File: config.mk
export PLATFORM = sky130hd
export DESIGN_NAME = bounded_substring_search_core
export DESIGN_NICKNAME = d
export VERILOG_FILES = /design/src/rtl/bss_pkg.sv /design/src/rtl/bss_cell.sv /design/src/rtl/bounded_substring_search_core.sv
export VERILOG_INCLUDE_DIRS = /design/src /design/src/rtl
export SDC_FILE = /design/constraint.sdc
export NUM_CORES = 1
export LEC_CHECK = 0
export ABC_AREA = 1
export BUFFER_PORTS_ARGS = -buffer_cell sky130_fd_sc_hd__buf_2
export CELL_PAD_IN_SITES_DETAIL_PLACEMENT = 0
export CELL_PAD_IN_SITES_GLOBAL_PLACEMENT = 2
export CORE_MARGIN = 2
export CORE_UTILIZATION = 41
export DETAILED_ROUTE_END_ITERATION = 10
export PLACE_DENSITY = 0.81
export SETUP_SLACK_MARGIN = 0.1
export SLEW_MARGIN = 0
export SYNTH_ARGS = -nofsm -noshare
export SYNTH_HDL_FRONTEND = slang
export SYNTH_SLANG_ARGS = --single-unit
File: constraint.sdc
create_clock -name i_clk -period 5.8 [get_ports i_clk]
set_input_delay 0.29 -clock i_clk [delete_from_list [all_inputs] [get_ports i_clk]]
set_output_delay 0.29 -clock i_clk [all_outputs]
set_load 0.03 [all_outputs]
File: src/rtl/assert_macros.svh
// Assertion helpers; compiled out when SYNTH is defined.
`ifndef ASSERT_MACROS_SVH
`define ASSERT_MACROS_SVH
`ifndef SYNTH
`define ASSERT_ALWAYS(label, expr) \
    label: assert property (@(posedge i_clk) disable iff (!i_rst_n) (expr)) \
        else $error("assertion failed");
`define ASSERT_IMPLY(label, cond, expr) \
    label: assert property (@(posedge i_clk) disable iff (!i_rst_n) (cond) |-> (expr)) \
        else $error("assertion failed");
`define ASSERT_NEXT(label, cond, expr) \
    label: assert property (@(posedge i_clk) disable iff (!i_rst_n) (cond) |=> (expr)) \
        else $error("assertion failed");
`else
`define ASSERT_ALWAYS(label, expr)
`define ASSERT_IMPLY(label, cond, expr)
`define ASSERT_NEXT(label, cond, expr)
`endif
`endif

File: src/rtl/bss_pkg.sv
package bss_pkg;

    localparam int DATA_W   = 8;
    localparam int OFFSET_W = 16;
    localparam int LIMIT_W  = 16;

    typedef enum logic [1:0] {
        OP_CLEAR  = 2'd0,
        OP_APPEND = 2'd1,
        OP_HAY    = 2'd2,
        OP_END    = 2'd3
    } t_op;

    // Per-cycle commands broadcast to every cell of the row
    typedef struct packed {
        logic shift_win;
        logic clr_win;
        logic shift_ndl;
        logic clr_ndl;
    } t_cell_ctl;

endpackage

File: src/rtl/bss_cell.sv
module bss_cell import bss_pkg::*; (
    input  logic              i_clk,
    input  logic              i_rst_n,
    input  t_cell_ctl         i_ctl,
    input  logic [DATA_W-1:0] i_win,
    input  logic [DATA_W-1:0] i_ndl,
    input  logic              i_act,
    output logic [DATA_W-1:0] o_win,
    output logic [DATA_W-1:0] o_ndl,
    output logic              o_act,
    output logic              o_hit
);

    logic [DATA_W-1:0] r_win;
    logic [DATA_W-1:0] r_ndl;
    logic              r_act;
    logic              r_hit;

    always_ff @(posedge i_clk) begin
        if (!i_rst_n) begin
            r_win <= '0;
            r_act <= 1'b0;
        end else begin
            if (i_ctl.clr_win) begin
                r_win <= '0;
            end else if (i_ctl.shift_win) begin
                r_win <= i_win;
            end
            if (i_ctl.clr_ndl) begin
                r_act <= 1'b0;
            end else if (i_ctl.shift_ndl) begin
                r_act <= i_act;
            end
        end
    end

    // Latch needle byte; hit if cell inactive or left byte equals needle byte
    always_ff @(posedge i_clk) begin
        if (i_ctl.shift_ndl) begin
            r_ndl <= i_ndl;
        end
        if (i_ctl.shift_win) begin
            r_hit <= !r_act || (i_win == r_ndl);
        end
    end

    assign o_win = r_win;
    assign o_ndl = r_ndl;
    assign o_act = r_act;
    assign o_hit = r_hit;

endmodule

File: src/rtl/bounded_substring_search_core.sv
// channel | signals                               | direction
// --------+---------------------------------------+----------
// in      | i_in_valid/o_in_ready, operation,byte | to core
// out     | o_out_valid/i_out_ready, found,offset | from core
// cfg     | i_cfg_we, i_cfg_data (search limit)   | to core
// One item per cycle while not stalled: each byte shifts into a row of
// NEEDLE_MAX cells that compare it with the needle; the registered hit
// bits are ANDed in the back stage, which registers each end result.
// Synchronous active-low reset clears window, needle length, counters.
// Input stalls only while an end item waits for a full, untaken output.
`include "assert_macros.svh"

module bounded_substring_search_core import bss_pkg::*; #(
    parameter int NEEDLE_MAX    = 32,
    parameter int POSITION_BITS = 16
) (
    input  logic                i_clk,
    input  logic                i_rst_n,
    input  logic                i_cfg_we,
    input  logic [LIMIT_W-1:0]  i_cfg_data,
    input  logic                i_in_valid,
    output logic                o_in_ready,
    input  logic [1:0]          i_operation,
    input  logic [DATA_W-1:0]   i_data_byte,
    output logic                o_out_valid,
    input  logic                i_out_ready,
    output logic                o_found,
    output logic [OFFSET_W-1:0] o_match_offset,
    output logic                o_needle_truncated
);

    localparam int LW = $clog2(NEEDLE_MAX + 1);
    localparam int PW = POSITION_BITS + 1;
    localparam int CW = ((PW > LIMIT_W) ? PW : LIMIT_W) + 1;

    logic [LIMIT_W-1:0] r_limit;
    logic [LW-1:0]      r_len;
    logic               r_ovf;
    logic               r_ended;
    logic [PW-1:0]      r_pos;

    logic               r_s2_valid;
    t_op                r_s2_op;
    logic               r_s2_cand;
    logic [OFFSET_W-1:0] r_s2_off;
    logic               r_s2_empty;
    logic               r_s2_ovf;

    logic               r_match_seen;
    logic [OFFSET_W-1:0] r_match_off;

    logic               r_out_valid;
    logic               r_out_found;
    logic [OFFSET_W-1:0] r_out_offset;
    logic               r_out_trunc;

    t_cell_ctl          w_ctl;
    t_op                w_op;
    logic               w_accept;
    logic               w_stall;
    logic               w_hay_take;
    logic               w_ndl_take;
    logic [CW-1:0]      w_pos1;
    logic               w_cand;
    logic [CW-1:0]      w_off;
    logic               w_all_hit;

    logic [DATA_W-1:0]  w_win [NEEDLE_MAX+1];
    logic [DATA_W-1:0]  w_ndl [NEEDLE_MAX+1];
    logic [NEEDLE_MAX:0] w_act;
    logic [NEEDLE_MAX-1:0] w_hit;

    assign w_op     = t_op'(i_operation);
    assign w_stall  = r_s2_valid && (r_s2_op == OP_END) && r_out_valid && !i_out_ready;
    assign o_in_ready = !w_stall;
    assign w_accept = i_in_valid && !w_stall;

    assign w_hay_take = w_accept && (w_op == OP_HAY) && !r_ended && (i_data_byte != '0);
    assign w_ndl_take = w_accept && (w_op == OP_APPEND) && (i_data_byte != '0)
                        && (r_len < LW'(NEEDLE_MAX));

    always_comb begin
        w_ctl.shift_win = w_hay_take;
        w_ctl.clr_win   = w_accept && (w_op != OP_HAY);
        w_ctl.shift_ndl = w_ndl_take;
        w_ctl.clr_ndl   = w_accept && (w_op == OP_CLEAR);
    end

    // Match window ends at this byte: start = pos + 1 - len
    assign w_pos1 = CW'(r_pos) + CW'(1);
    assign w_cand = (r_len != '0) && !r_pos[POSITION_BITS]
                    && (w_pos1 >= CW'(r_len)) && (w_pos1 <= CW'(r_limit));
    assign w_off  = w_pos1 - CW'(r_len);

    // Row of cells: window and needle shift rightward, newest at cell 0
    assign w_win[0] = i_data_byte;
    assign w_ndl[0] = i_data_byte;
    assign w_act[0] = 1'b1;

    for (genvar k = 0; k < NEEDLE_MAX; k++) begin : g_cell
        bss_cell u_cell (
            .i_clk   (i_clk),
            .i_rst_n (i_rst_n),
            .i_ctl   (w_ctl),
            .i_win   (w_win[k]),
            .i_ndl   (w_ndl[k]),
            .i_act   (w_act[k]),
            .o_win   (w_win[k+1]),
            .o_ndl   (w_ndl[k+1]),
            .o_act   (w_act[k+1]),
            .o_hit   (w_hit[k])
        );
    end

    assign w_all_hit = &w_hit;

    always_ff @(posedge i_clk) begin
        if (!i_rst_n) begin
            r_limit      <= '0;
            r_len        <= '0;
            r_ovf        <= 1'b0;
            r_ended      <= 1'b0;
            r_pos        <= '0;
            r_s2_valid   <= 1'b0;
            r_match_seen <= 1'b0;
            r_match_off  <= '0;
            r_out_valid  <= 1'b0;
        end else begin
            if (i_cfg_we) begin
                r_limit <= i_cfg_data;
            end

            // Front: needle and window state, advanced at acceptance
            if (w_accept) begin
                unique case (w_op)
                    OP_CLEAR: begin
                        r_len   <= '0;
                        r_ovf   <= 1'b0;
                        r_ended <= 1'b0;
                        r_pos   <= '0;
                    end
                    OP_APPEND: begin
                        if (w_ndl_take) begin
                            r_len <= r_len + LW'(1);
                        end else if (i_data_byte != '0) begin
                            r_ovf <= 1'b1;
                        end
                        r_ended <= 1'b0;
                        r_pos   <= '0;
                    end
                    OP_HAY: begin
                        if (!r_ended && (i_data_byte == '0)) begin
                            r_ended <= 1'b1;
                        end
                        if (w_hay_take && !r_pos[POSITION_BITS]) begin
                            r_pos <= r_pos + PW'(1);
                        end
                    end
                    OP_END: begin
                        r_ended <= 1'b0;
                        r_pos   <= '0;
                    end
                    default: ;
                endcase
            end

            if (!w_stall) begin
                r_s2_valid <= w_accept;
            end

            // Back: resolve the match and emit the result
            if (r_s2_valid && !w_stall) begin
                unique case (r_s2_op)
                    OP_HAY: begin
                        if (r_s2_cand && w_all_hit && !r_match_seen) begin
                            r_match_seen <= 1'b1;
                            r_match_off  <= r_s2_off;
                        end
                    end
                    OP_CLEAR, OP_APPEND, OP_END: begin
                        r_match_seen <= 1'b0;
                        r_match_off  <= '0;
                    end
                    default: ;
                endcase
            end

            if (r_s2_valid && !w_stall && (r_s2_op == OP_END)) begin
                r_out_valid  <= 1'b1;
                r_out_found  <= r_s2_empty || r_match_seen;
                r_out_offset <= (r_match_seen && !r_s2_empty) ? r_match_off : '0;
                r_out_trunc  <= r_s2_ovf;
            end else if (i_out_ready) begin
                r_out_valid <= 1'b0;
            end
        end
    end

    // Item payload for the back stage
    always_ff @(posedge i_clk) begin
        if (w_accept) begin
            r_s2_op    <= w_op;
            r_s2_cand  <= w_cand && w_hay_take;
            r_s2_off   <= w_off[OFFSET_W-1:0];
            r_s2_empty <= (r_len == '0);
            r_s2_ovf   <= r_ovf;
        end
    end

    assign o_out_valid        = r_out_valid;
    assign o_found            = r_out_found;
    assign o_match_offset     = r_out_offset;
    assign o_needle_truncated = r_out_trunc;

    `ASSERT_ALWAYS(a_len_bound, r_len <= LW'(NEEDLE_MAX))
    `ASSERT_ALWAYS(a_act_len, $countones(w_act[NEEDLE_MAX:1]) == int'(r_len))
    `ASSERT_IMPLY(a_miss_zero, r_out_valid && !r_out_found, r_out_offset == '0)
    `ASSERT_NEXT(a_clear_len, w_accept && (w_op == OP_CLEAR), (r_len == '0) && !r_ovf)

endmodule
Yosys cells after proc, flatten, opt, wreduce, memory -nomap -nowiden:

Cells that the tools add are included.

* $add $sub $neg: 4
* multiply operators: 0
* divide/modulo/power cells: 0
* order comparisons: 3
* equality and inequality tests: 45
* shifts and indexed selects: 0
* muxes and demuxes: 15
* bitwise logic cells: 1
* reductions and logical operators: 113

Operator list (count)
* $eq A8 B8 Y1: 32
* $logic_not A1 Y1: 38
* $pmux W17 S2: 1
* $logic_or A1 B1 Y1: 33
* $pmux W16 S2: 1
* $reduce_and A32 Y1: 1
* $logic_and A1 B1 Y1: 23
* $add A17 B1 Y18 const B: 1
* $ge A18 B6 Y1: 1
* $le A18 B16 Y1: 1
* $add A17 B1 Y17 const B: 1
* $mux W17: 1
* $mux W16: 1
* $sub A16 B6 Y16: 1
* $pmux W6 S2: 1
* $ne A2 B2 Y1 const B: 5
* $eq A2 B2 Y1 const B: 4
* $logic_not A8 Y1: 1
* $reduce_and A2 Y1: 4
* $reduce_bool A8 Y1: 1
* $add A6 B1 Y6 const B: 1
* $logic_not A6 Y1: 1
* $lt A6 B6 Y1 const B: 1
* $mux W1: 6
* other kinds (12): 20

* bits in registers: 667
* bits in latches: 0
* bits in writable memories: 0
* ROM bits: 0
* output and inout port bits: 20
* memories kept: 0

Logic depth before layout (Yosys ltp):

Gate-level depths: netlist (run 1).

* depth in word-level cells: 12
* depth in mapped cells: 19

Hierarchy:

A second synthesis (run 1) with hierarchy kept.

* cells, all modules: 3204
* area total of the unflattened synthesis: 29781.1 um2

By module, submodules not included
* bss_cell: instances 32, cells each 80, area an instance 770.7 um2, seq. area each 450.4 um2
* bounded_substring_search_core: instances 1, cells each 644, area an instance 5117.4 um2, seq. area each 2372.3 um2

Least setup slack after synthesis (run 1):

OpenSTA, ideal clock, no wires.

* path kind: register -> register
* start: register r_out_valid, in the netlist o_out_valid
* end: register g_cell[0].u_cell.r_ndl[0] (enable)
* setup time: 507 ps
* arrival: 4807 ps
* setup slack: 486 ps
* cell stages (with the launch flop): 9
* cell sequence: dfxtp_1 -> inv_1 -> nor2_1 -> inv_1 -> nor2_2 -> nor2_2 -> nand3_2 -> clkinv_1 -> buf_2

* word-level cells in the longest chain between the ends: 7

Ends and longest elaborated chain
* from (decl): RTL line bounded_substring_search_core.sv:52 `logic r_out_valid;`
* from (signal assigned): RTL line bounded_substring_search_core.sv:127 `r_out_valid <= 1'b0;`
* from (signal assigned): RTL line bounded_substring_search_core.sv:189 `r_out_valid <= 1'b1;`
* from (signal assigned): RTL line bounded_substring_search_core.sv:194 `r_out_valid <= 1'b0;`
* $logic_and A1 B1 Y1 (2 in series): RTL line bounded_substring_search_core.sv:74 `assign w_stall = r_s2_valid && (r_s2_op == OP_END) && r_out_valid && !i_out_ready;`
* $logic_not A1 Y1: RTL line bounded_substring_search_core.sv:76 `assign w_accept = i_in_valid && !w_stall;`
* $logic_and A1 B1 Y1: RTL line bounded_substring_search_core.sv:76
* net w_accept: RTL line bounded_substring_search_core.sv:59 `logic w_accept;`
* $logic_and A1 B1 Y1 (2 in series): RTL line bounded_substring_search_core.sv:79 `assign w_ndl_take = w_accept && (w_op == OP_APPEND) && (i_data_byte != '0)`
* $logic_and A1 B1 Y1: RTL line bounded_substring_search_core.sv:80 `&& (r_len < LW'(NEEDLE_MAX));`
* net w_ndl_take: RTL line bounded_substring_search_core.sv:62 `logic w_ndl_take;`
* to (signal assigned): RTL line bss_cell.sv:40 `r_ndl <= i_ndl;`
* to (decl): RTL line bss_cell.sv:15 `logic [DATA_W-1:0] r_ndl;`

The timed path passes the listed nets, and every way through them passes these cells.
A chain may end at the register's enable or synchronous reset.

Worst setup path after layout (run 1):

* start: register r_pos[0]
* end: register r_s2_cand (data pin)

* word-level cells in the longest chain between the ends: 5
* elaborated cells between the ends (all ways): 6
* classes of those cells: add/sub: 1; order compare: 2; reduce/logical: 3

Ends and longest elaborated chain
* from (decl): RTL line bounded_substring_search_core.sv:40 `logic [PW-1:0] r_pos;`
* from (signal assigned): RTL line bounded_substring_search_core.sv:156 `r_pos <= r_pos + PW'(1);`
* $add A17 B1 Y18 (*): RTL line bounded_substring_search_core.sv:90 `assign w_pos1 = CW'(r_pos) + CW'(1);`
* $ge A18 B6 Y1: RTL line bounded_substring_search_core.sv:92 `&& (w_pos1 >= CW'(r_len)) && (w_pos1 <= CW'(r_limit));`
* $logic_and A1 B1 Y1: RTL line bounded_substring_search_core.sv:92
* $logic_and A1 B1 Y1 (*): RTL line bounded_substring_search_core.sv:92
* $logic_and A1 B1 Y1 (*): RTL line bounded_substring_search_core.sv:203 `r_s2_cand <= w_cand && w_hay_take;`
* to (signal assigned): RTL line bounded_substring_search_core.sv:203
* to (decl): RTL line bounded_substring_search_core.sv:44 `logic r_s2_cand;`

Mark *: on every way between the ends. The rest lies on a longest branch, timed or not.

==> results of run 1 <==
==> worst max path at each step <==
| stage | depth (start not counted) | slack [ns] | to | start |
|---|---|---|---|---|
| 2_1_floorplan | 8 | 0.49 | g_cell[0].u_cell.o_ndl[0] | o_out_valid |
| 3_3_place_gp | 18 | 2.38 | r_s2_cand | r_pos[0] |
| 3_5_place_dp | 8 | 2.35 | g_cell[13].u_cell.o_ndl[6] | r_s2_op[1] |
| 4_1_cts | 8 | 2.33 | g_cell[15].u_cell.o_ndl[7] | r_s2_op[1] |
| 5_1_grt | 18 | 2.00 | r_s2_cand | r_pos[0] |
| 6_report | 18 | 2.37 | r_s2_cand | r_pos[0] |
==> tightest hold or removal path: stages <==
cell and delay, ns:
buf_2 0.08, o21ai_0 0.11, a21oi_1 0.12
==> flip-flops by register name, summed over array words and instances (netlist names), 2 cells and up <==
signal,count
g_cell.u_cell.o_ndl,256
g_cell.u_cell.o_win,248
g_cell.u_cell.o_act,32
g_cell.u_cell.o_hit,32
r_pos,17
o_match_offset,16
r_limit,16
r_match_off,16
r_s2_off,16
r_len,6
r_s2_op,2
==> metrics by stage <==
step | area, sq um | hold WS [ns] | setup WS, ns
detailed placement | 27300 | 0.408 | 2.35
global route | 29900 | 0.0115 | 2.00
floorplan | 26400 | 0.389 | 0.486
global placement | 27300 | 0.417 | 2.38
finish | 29900 | 0.0428 | 2.37
CTS | 29900 | 0.0167 | 2.33
==> power breakdown <==
part           switching (W)  internal [W]
clock network        0.00185       0.00264
logic               0.000275      0.000114
registers          0.0000502       0.00503
total                0.00218       0.00778
==> metal layers <==
layer	share of wire (%)	wire [um]	global-route usage [%]
met1	48	26300	22.7
met4	1.9	1040	4.59
met5	0	0	0
met3	3.0	1640	3.01
met2	47	25900	27.6
==> cell families (layout without fill, tap and decap cells) <==
kind of cell | after synthesis | after routing
compound gates | 436 | 436
xor+xnor | 248 | 248
fa+ha+maj | 25 | 25
buf+inv | 266 | 379
flops | 667 | 667
simple gates | 930 | 930
==> synthesized netlist by cell type (all sizes together) (2+ instances only) <==
master  instances
a21o            2
ha             24
nor2          136
xor2           82
nand2         683
edfxtp        327
nor3b           2
o41ai          31
o21ai          51
a211oi         26
nand3          49
nand4          46
a21oi         321
dfxtp         340
o21bai          4
xnor2         166
nor4            3
nor3           10
inv           157
clkinv          2
clkbuf         32
buf            75
==> layout make-up <==
cell class	count	share of cell area [%]
well taps	846	3.54
repair buffers	88	2.13
clock buffers	100	6.68
multi-input cells	1639	28.9
flip-flops and latches	667	55.6
clock inverters	32	1.09
inverters	159	2.05
==> summary.md, run 1 <==
| Metric | Value |
|---|---|
| Worst EP required | 6.13 ns |
| Synth area leader | edfxtp_1 |
| First-pass GRT wire length | approximately 90000 um |
| Worst Clk Skew | around 0.027 ns |
| Clk root buf | clkbuf_16 |
| Mapped Area | around 26000 sq um |
| Most area-consuming cells after synthesis | edfxtp_1 37%, dfxtp_1 26%, nand2_1 9.7%, a21oi_1 6.1%, xnor2_1 5.5% |
| Fillers | around 6000 |
| Post-synthesis mux area share | 0% |
| Sequential area share after synthesis | a little over three fifths |
| CTS resizes | 0 |
| CP max-delay cell | dfxtp_1 |
| Maxcap violations | 0 |
| Complex-gate fraction of the synthesized area | between 9 and 10% |
| Vias in the first global route | 17210 |
| CP endpoint kind | flip-flop |
| RSZ-0062 raised after global routing | false |
| Synth warn | 0 |
| Die footprint | ~66000 sq um |
| IO Pins | between 50 and 60 |
| Clk sink count | around 670 |
| Worst min path class | in2reg |
| Avg Cell Area, Syn | 10.3 sq um |
| Nets | ~2700 |
| Most frequent cells in the layout | 677 x nand2_1, 340 x dfxtp_1, 327 x edfxtp_1 |
| Core area | around 63000 sq um |
| Die width | 258 um |
| Adder-cell share of the synthesized area | roughly 1.2% |
| Fin Setup TNS | 0 ns |
| Starting Density | a little over two fifths |
| Mapped Cells | approximately 2600 |
| Min cycle time layout | ~3.4 ns |
| Slowest stage delay, CP | about 0.58 ns |
| Reg2reg end | r_s2_cand |
| Non-Filler Instances | 3531 |
| Largest net degree at the start of global routing | 208 |
| IO Port Bufs | 50 |
| CTS H-tree lvls | 3 |
| Top FF cell, synth | dfxtp_1 |
| CTS Buf Count | just over 70 |
| Post-DR vias/cell | approximately 4.9 |
| Xor/xnor cell area share of the yosys netlist | roughly 8.2% |
| Share of cells above drive strength 1 | under 10% |
| GRT overflow | 0 |
| Top Family by Delay on Critical Path | simple AND/OR/NAND/NOR gates |
| Ant diodes | 0 |
| Total setup buffers inserted after CTS | 0 |
| Final ANT Viol Nets | 0 |
| Simple-gate share of the synthesized area | 14.2% |
| Synthesis-stage register bit count | between 600 and 700 |
| Outcome | finished, final reports clean |
| Crit path arrival time | 3.76 ns |
| Total number of vias | approximately 17000 |
| Drt first pass iters | 5 |
| Initial DRC Count | 928 |
| WL per Instance | 15.6 um |
| Slew HR | approximately a quarter |
| Register Area | around 17000 sq um |
| Total Routing Usage GR | roughly 17% |
| Synthesized net count | approximately 2600 |
| CP Launch Type | flip-flop |
| Row count | a little over 90 |
| Clock transition at path regs | 0.06 ns |
| WL final | 54900 um |
| F_max | between 0.2 and 0.3 GHz |
| WHS Path Cells | 3 |
| Yosys top cell area share | 37.2% |
| Leakage | approximately 10 nW |
| Worst path most repeated cell | nand2_1 |
| Async SR Flop Fraction | 0% |
| Final Max Slew Viols | 0 |
| Flop-to-flop setup slack | around 2.4 ns |
| Antenna violations before repair | 0 |
| Final Hold Viols | 0 |
| Gp weighted congestion | between 0.8 and 0.9 |
| Die Ht | about 260 um |
| Placed Cells | around 3400 |
| Post-synth cell types | 35 |
| Crit path cell chain | ha_1 -> nand2_1 -> nor2_2 -> nand2_2 -> xor2_1 -> inv_1 -> ha_1 -> nand2_1 -> nor2_1 -> nand3_1 -> nand3_1 -> nand2_1 -> nand3_1 -> nand2_1 -> nand2_1 -> nand2_1 -> nand2_1 -> a21oi_1 |
| Commonest non-fill, non-tap cell in the layout | nand2_1 |
| Crit share post-route | between 50% and 60% |
| Layout area overhead | 13.4% |
| Worst-skew pair later-pin latency | around 0.62 ns |
| Endpoint, Worst Hold | r_limit[5] |
| Reg-to-Reg Start | r_pos[0] |
| Hold Path Origin | i_cfg_data[5] |
| Power density cells | approximately 330 nW/um^2 |
| Slew at the pin closest to its max-slew limit | between 1 and 1.5 ns |
| CTS tree | built |
| Detail Placement HPWL | ~33000 um |
| Multi-input logic area | 8640 sq um |
| Hold Buf Count CTS | 25 |
| Crit path kind | reg2reg |
| R2r worst-path depth | 18 |
| Clk buf depth | 3 |
| Max Fanout on Critical Path | 9 |
| Final Power | ~0.010 W |
| Post-layout util | 47.2% |
| Worst path bufs/invs | 1 |
| Largest family of logic cells by synthesized area | simple AND/OR/NAND/NOR gates |
| Final setup vio count | 0 |
| DRC viols | 0 |
| Post-synth EDFFs | around 330 |
| VDD IR max | 0.000218 V |
(Power assumes the default switching activity.)
==> run 2, diff against run 1 <==
- ABC_AREA: 1 -> 0
- CORE_UTILIZATION: 41 -> 42
- clock period: 5.8 -> 3.2 ns (I/O delays scaled with it)
==> summary.md, run 2 <==
| Metric | Value |
|---|---|
| CP max-delay cell | dfxtp_1 |
| Antenna violations before repair | 1 (+1) |
| Final ANT Viol Nets | 0 (unchanged) |
| Crit path arrival time | 3.31 ns (-0.45 ns) |
| Layout area overhead | 15.0% |
| Min cycle time layout | 2.94 ns (-0.486 ns) |
| DRC viols | 0 (unchanged) |
| Max Fanout on Critical Path | 5 (-4) |
| Nets | 2512 (-6.4%) |
| Synth area leader | edfxtp_1 |
| Sequential area share after synthesis | 63.2% (+0.20 points) |
| Async SR Flop Fraction | 0% (unchanged) |
| Synthesized net count | 2429 (-7.6%) |
| RSZ-0062 raised after global routing | false |
| Most frequent cell after synthesis | nand2_1 |
| Logic pwr share | 3.3% (-0.6 points) |
| Synthesis-stage register bit count | 667 (unchanged) |
| R2r worst-path depth | 10 (-8) |
| Clk buf depth | 3 (unchanged) |
| Max reg flops | 256 (unchanged) |
| Worst Setup EP | r_s2_cand |
| Register Area | 16600 sq um (about the same) |
| Maxcap violations | 0 (unchanged) |
| Mapped Cells | 2373 (-7.7%) |
| Die width | 254 um (-1.3%) |
| Worst-skew pair later-pin latency | 0.62 ns (about the same) |
| CTS Buf Count | 72 (unchanged) |
| List of most frequent post-synthesis cells | 581 x nand2_1, 340 x dfxtp_1, 327 x edfxtp_1 |
| Outcome | finished, final reports clean |
| Total Routing Usage GR | 17.3% (+0.58 points) |
| Post-DR vias/cell | 4.98 (+2.3%) |
| Die Ht | 254 um (-1.3%) |
| Final Max Slew Viols | 0 (unchanged) |
| Detail Placement HPWL | 34700 um (+5.2%) |
| Slowest stage delay, CP | 0.44 ns (-0.14 ns) |
| Worst Clk Skew | 0.0215 ns (-0.00546 ns) |
| Leakage | 9.42 nW (-6.1%) |
| Avg Cell Area, Syn | 11.1 sq um (+8.0%) |
| Final setup vio count | 0 (unchanged) |
| Top Family by Delay on Critical Path | simple AND/OR/NAND/NOR gates |
| Clk root buf | clkbuf_16 |
| GR met3 Demand/Resource | 2.87% (-0.15 points) |
| Switch Pwr | 0.00390 W (+79%) |
| M1 GR Usage | 24.1% (+1.4 points) |
| WL final | 55500 um (+1.1%) |
| Post-synth cell types | 63 (+80%) |
| Drt first pass iters | 5 (unchanged) |
| Fin Setup TNS | 0 ns (unchanged) |
| Reg-to-Reg Start | r_pos[3] |
| Sequential Power Share | 50.0% (-1.0 points) |
| Clk pwr share | 46.7% (+1.6 points) |
| Power density cells | 605 nW/um^2 (+82%) |
| Starting Density | 42.5% (+0.87 points) |
| Met2 GRT Util | 27.7% (+0.067 points) |
| Crit share post-route | 92.0% (+33 points) |
| Commonest non-fill, non-tap cell in the layout | nand2_1 |
| Yosys top cell area share | 37.4% (+0.12 points) |
| Hold slack | 0.0965 ns (+0.0537 ns) |
| Flop-to-flop setup slack | 0.26 ns (-2.11 ns) |
| Mapped Area | 26300 sq um (-0.32%) |
| Largest net degree at the start of global routing | 138 (-34%) |
| Gp weighted congestion | 0.783 (-2.8%) |
| Crit path depth | 10 (-8) |
| Most frequent cells in the layout | 580 x nand2_1, 339 x dfxtp_1, 327 x edfxtp_1 |
| Worst min path class | in2reg |
| Most area-consuming cells after synthesis | edfxtp_1 37%, dfxtp_1 26%, xnor2_1 9.1%, nand2_1 8.3%, a21oi_1 5.5% |
| Vias in the first global route | 16329 (-5.1%) |
| Worst path bufs/invs | 1 (unchanged) |
| Multi-input logic area | 8960 sq um (+3.7%) |
| Most Used Layer, Global Route | met2 |
| Share of cells above drive strength 1 | 9.46% (+2.4 points) |
| CTS H-tree lvls | 3 (unchanged) |
| Synth warn | 0 (unchanged) |
| IO Pins | 51 (unchanged) |
| CTS tree | built |
| CP Launch Type | flip-flop |
| Slew HR | 52.6% (+27 points) |
| VDD IR max | 0.000447 V (+100%) |
| GRT overflow | 0 (unchanged) |
| Critical path startpoint | r_pos[3] |
| Worst EP required | 3.57 ns (-2.56 ns) |
| Clock transition at path regs | 0.06 ns (about the same) |
| CP endpoint kind | flip-flop |
| Crit path cell chain | nand4_2 -> buf_4 -> nor2_1 -> xor2_2 -> ha_1 -> nand2_1 -> o21ai_0 -> nor2_1 -> nand2_1 -> o32a_1 |
| Post-synth EDFFs | 327 (unchanged) |
| Ant diodes | 0 (unchanged) |
| Internal | 0.0144 W (+85%) |
| Sw frac | 21.3% (-0.53 points) |
| Clk sink count | 667 (unchanged) |
| Crit path kind | reg2reg |
| Initial DRC Count | 1053 (+13%) |
| First-pass GRT wire length | 89100 um (-1.4%) |
| Core area | 61800 sq um (-2.3%) |
| IO Port Bufs | 50 (unchanged) |
| Top FF cell, synth | dfxtp_1 |
| Reg2reg end | r_s2_cand |
| Slew at the pin closest to its max-slew limit | 0.711 ns (-0.401 ns) |
| Die footprint | 64600 sq um (-2.6%) |
| WL per Instance | 16.6 um (+6.5%) |
| Final Hold Viols | 0 (unchanged) |
| Fillers | 5573 (-6.9%) |
| Row count | 91 (-1.1%) |
| Total number of vias | 16685 (-2.9%) |
| F_max | 0.340 GHz (+17%) |
-- run 2: cell count changes in the layout (fill, tap and decap cells not counted), moves of 70 or more --
cell	previous run	this run
nor2_1	129	33
xor2_1	82	12
nand2_1	677	580
inv_1	152	29
xnor2_1	166	272
-- run 2: area by class of cell --
| type | count | area share, % |
|---|---|---|
| multi-input cells | 1560 | 29.6 |
| flip-flops and latches | 667 | 55.0 |
| repair buffers | 123 | 3.34 |
| well taps | 837 | 3.46 |
| clock inverters | 29 | 1.26 |
| inverters | 32 | 0.447 |
| clock buffers | 104 | 6.89 |
-- run 2: through the flow --
stage | util [%] | cell area [sq um] | total power, W | instances | worst slack [ns]
floorplan | - | 26300 | 0.00970 | 2373 | 0.356
global placement | 44.4 | 27400 | 0.00991 | 3188 | 0.290
detailed placement | 44.4 | 27400 | 0.00991 | 3188 | 0.201
CTS | 48.8 | 30200 | 0.0185 | 3351 | 0.184
global route | 48.9 | 30200 | 0.0189 | 3352 | 0.0997
finish | 48.9 | 30200 | 0.0183 | 3352 | 0.257
-- run 2: routing by layer --
metal  vias up  part of all wire, %
li1       8299                    -
met1      8050                   48
met2       249                   47
met3        87                  3.2
met4         0                  2.4
met5         -                    0
-- run 2: power by group through the flow --
stage / Clock [W] / Sequential [W] / Combinational [W]
2_1_floorplan: 0 / 0.00931 / 0.000394
3_3_place_gp: 0 / 0.00932 / 0.000587
3_5_place_dp: 0 / 0.00932 / 0.000583
4_1_cts: 0.00879 / 0.00914 / 0.000614
5_1_grt: 0.00910 / 0.00915 / 0.000660
6_report: 0.00855 / 0.00914 / 0.000602
-- run 2: worst min path at each step --
stage                               from                         to  slack [ns]  cells after the start
after floorplan           i_data_byte[0]  g_cell[0].u_cell.o_ndl[0]        0.26                      0
after global placement    i_data_byte[2]  g_cell[0].u_cell.o_ndl[2]        0.40                      1
after detailed placement  i_data_byte[2]  g_cell[0].u_cell.o_ndl[2]        0.40                      1
after CTS                       i_cfg_we                r_limit[13]        0.06                      3
after global routing            i_cfg_we                r_limit[10]        0.10                      3
final                           i_cfg_we                r_limit[13]         0.1                      3
-- run 2: kinds of logic after synthesis --
| logic type | share of synthesized area [%] |
|---|---|
| xor+xnor | 9.59 |
| compound gates | 7.98 |
| simple gates | 14.3 |
| flops | 63.2 |
| fa+ha+maj | 1.22 |
| buf+inv | 2.88 |
| mux | 0.800 |
-- run 2: what timing repair did --
item | 4_1_cts | 5_1_grt
hold buffers | 30 | 0
endpoints found under the hold margin | 45 | 0
setup buffers | 0 | 1
resized for setup | 0 | 8
setup endpoints to repair | 0 | 1
-- run 2: worst min-delay path, cell delays in order --
cell	delay [ns]
buf_2	0.26
mux2i_1	0.17
nor2b_1	0.09
==> run 3, diff against run 2 <==
- HOLD_SLACK_MARGIN: unset -> 0.1
==> summary.md, run 3 (synthesized netlist as in run 2, its figures left out) <==
| Metric | Value |
|---|---|
| Crit share post-route | 91.3% (-0.61 points) |
| Outcome | finished, final reports clean |
| Leakage | 9.47 nW (+0.55%) |
| CP endpoint kind | flip-flop |
| Flop-to-flop setup slack | 0.28 ns (+0.02 ns) |
| Worst EP required | 3.69 ns (+0.12 ns) |
| Reg-to-Reg Start | r_pos[5] |
| DRC viols | 0 (unchanged) |
| Clk buf depth | 3 (unchanged) |
| Die width | 254 um (unchanged) |
| CTS tree | built |
| RSZ-0062 raised after global routing | false |
| Vias in the first global route | 16450 (+0.74%) |
| Slowest stage delay, CP | 0.49 ns (+0.05 ns) |
| Final Max Slew Viols | 0 (unchanged) |
| Total Routing Usage GR | 17.4% (+0.082 points) |
| Largest net degree at the start of global routing | 138 (unchanged) |
| Crit path cell chain | nand4_4 -> buf_4 -> nor4_4 -> xor2_2 -> ha_1 -> and3_1 -> nand3_1 -> nor4_2 -> mux2i_1 -> a211oi_1 -> o32a_1 |
| Placed Cells | 3188 (unchanged) |
| Hold Path Origin | i_data_byte[4] |
| Ant diodes | 0 (unchanged) |
| Worst min path class | in2reg |
| Drt first pass iters | 6 (+1) |
| Worst path bufs/invs | 1 (unchanged) |
| CP max-delay cell | dfxtp_1 |
| Non-Filler Instances | 3368 (+0.48%) |
| Commonest non-fill, non-tap cell in the layout | nand2_1 |
| VDD IR max | 0.000446 V (-0.19%) |
| Clk root buf | clkbuf_16 |
| Most frequent cells in the layout | 580 x nand2_1, 339 x dfxtp_1, 327 x edfxtp_1 |
| Slew HR | 51.7% (-0.95 points) |
| Worst-skew pair later-pin latency | 0.62 ns (about the same) |
| Endpoint, Worst Hold | g_cell[0].u_cell.o_ndl[4] |
| Die Ht | 254 um (unchanged) |
| Gp weighted congestion | 0.783 (unchanged) |
| Nets | 2528 (+0.64%) |
| Area after DPL | 27400 sq um (unchanged) |
| Clk sink count | 667 (unchanged) |
| Crit path depth | 11 (+1) |
| First-pass GRT wire length | 89500 um (+0.46%) |
| Fin Setup TNS | 0 ns (unchanged) |
| Layout area overhead | 15.7% |
| Final setup vio count | 0 (unchanged) |
| Slew at the pin closest to its max-slew limit | 0.725 ns (+0.0143 ns) |
| Max reg flops | 256 (unchanged) |
| CTS Buf Count | 72 (unchanged) |
| Starting Density | 42.5% (unchanged) |
| Maxcap violations | 0 (unchanged) |
| Die footprint | 64600 sq um (unchanged) |
| IO Port Bufs | 50 (unchanged) |
| Detail Placement HPWL | 34700 um (unchanged) |
| Final ANT Viol Nets | 0 (unchanged) |
| Clock transition at path regs | 0.06 ns (about the same) |
| Antenna violations before repair | 1 (unchanged) |
| Core area | 61800 sq um (unchanged) |
| Total number of vias | 16740 (+0.33%) |
| F_max | 0.342 GHz (+0.67%) |
| GRT overflow | 0 (unchanged) |
| Final Power | 0.0183 W (+0.15%) |
| Share of cells above drive strength 1 | 9.40% (-0.060 points) |
| Initial DRC Count | 1016 (-3.5%) |
| Row count | 91 (unchanged) |
| Worst Clk Skew | 0.0212 ns (-0.000334 ns) |
| Reg2reg end | r_s2_cand |
| Crit path arrival time | 3.41 ns (+0.10 ns) |
| CP Launch Type | flip-flop |
| Post-DR vias/cell | 4.97 (-0.15%) |
| WL per Instance | 16.6 um (about the same) |
| WHS Path Cells | 2 (-1) |
| Min cycle time layout | 2.92 ns (-0.0194 ns) |
| Final worst setup slack | 0.277 ns (+0.0195 ns) |
| CTS H-tree lvls | 3 (unchanged) |
| IO Pins | 51 (unchanged) |
| Top Family by Delay on Critical Path | simple AND/OR/NAND/NOR gates |
| R2r worst-path depth | 11 (+1) |
| Cell area after layout | 30400 sq um (+0.53%) |
| Power density cells | 603 nW/um^2 (-0.38%) |
| WL final | 55800 um (+0.55%) |
| Max Fanout on Critical Path | 6 (+1) |
| Pre-CTS WS | 0.201 ns (unchanged) |
| Crit path kind | reg2reg |
| Final Hold Viols | 0 (unchanged) |
-- run 3: final cells by class --
cell class | instances | area (sq um)
repair buffers | 139 | 1170
fillers | 5563 | 31400
inverters | 32 | 135
flip-flops and latches | 667 | 16600
clock inverters | 29 | 380
clock buffers | 104 | 2080
well taps | 837 | 1050
multi-input cells | 1560 | 8960
-- run 3: how the worst max path moves through the flow --
stage,startpoint,endpoint,slack [ns]
final,r_pos[5],r_s2_cand,0.28
after global routing,r_pos[5],r_s2_cand,0.1
after CTS,r_pos[3],r_s2_cand,0.18
after detailed placement,r_pos[3],r_s2_cand,0.20
after global placement,r_pos[4],r_s2_cand,0.29
after floorplan,r_pos[0],r_s2_cand,0.36
-- run 3: repair_timing --
item,CTS,global route
hold buffers,46,0
setup endpoints to repair,0,1
endpoints found under the hold margin,50,0
resized for setup,0,8
buffers inserted,0,1
-- run 3: metrics by stage --
step           util, %  hold slack (ns)
2_1_floorplan        -            0.259
3_3_place_gp      44.4            0.399
3_5_place_dp      44.4            0.401
4_1_cts           49.1            0.283
5_1_grt           49.2            0.311
6_report          49.2            0.321
-- run 3: metal layers --
layer / vias to the layer above / wire length (um) / track usage [%]
met1: 8075 / 26700 / 24.2
met5: - / 0 / 0
li1: 8325 / - / -
met3: 92 / 1770 / 2.84
met4: 0 / 1420 / 5.87
met2: 248 / 26000 / 27.7
-- run 3: worst reg2reg max path: stages (launching register included) --
cell and delay, ns:
dfxtp_1 0.49, nand4_4 0.20, buf_4 0.21, nor4_4 0.36, xor2_2 0.16, ha_1 0.35
and3_1 0.17, nand3_1 0.10, nor4_2 0.21, mux2i_1 0.12, a211oi_1 0.24, o32a_1 0.19
-- run 3: power breakdown --
group	leakage [nW]	switching, W	internal, W	total, W
clock	1.20	0.00342	0.00514	0.00856
combinational	2.60	0.000412	0.000214	0.000627
sequential	5.67	0.0000782	0.00906	0.00914
total	9.47	0.00391	0.0144	0.0183
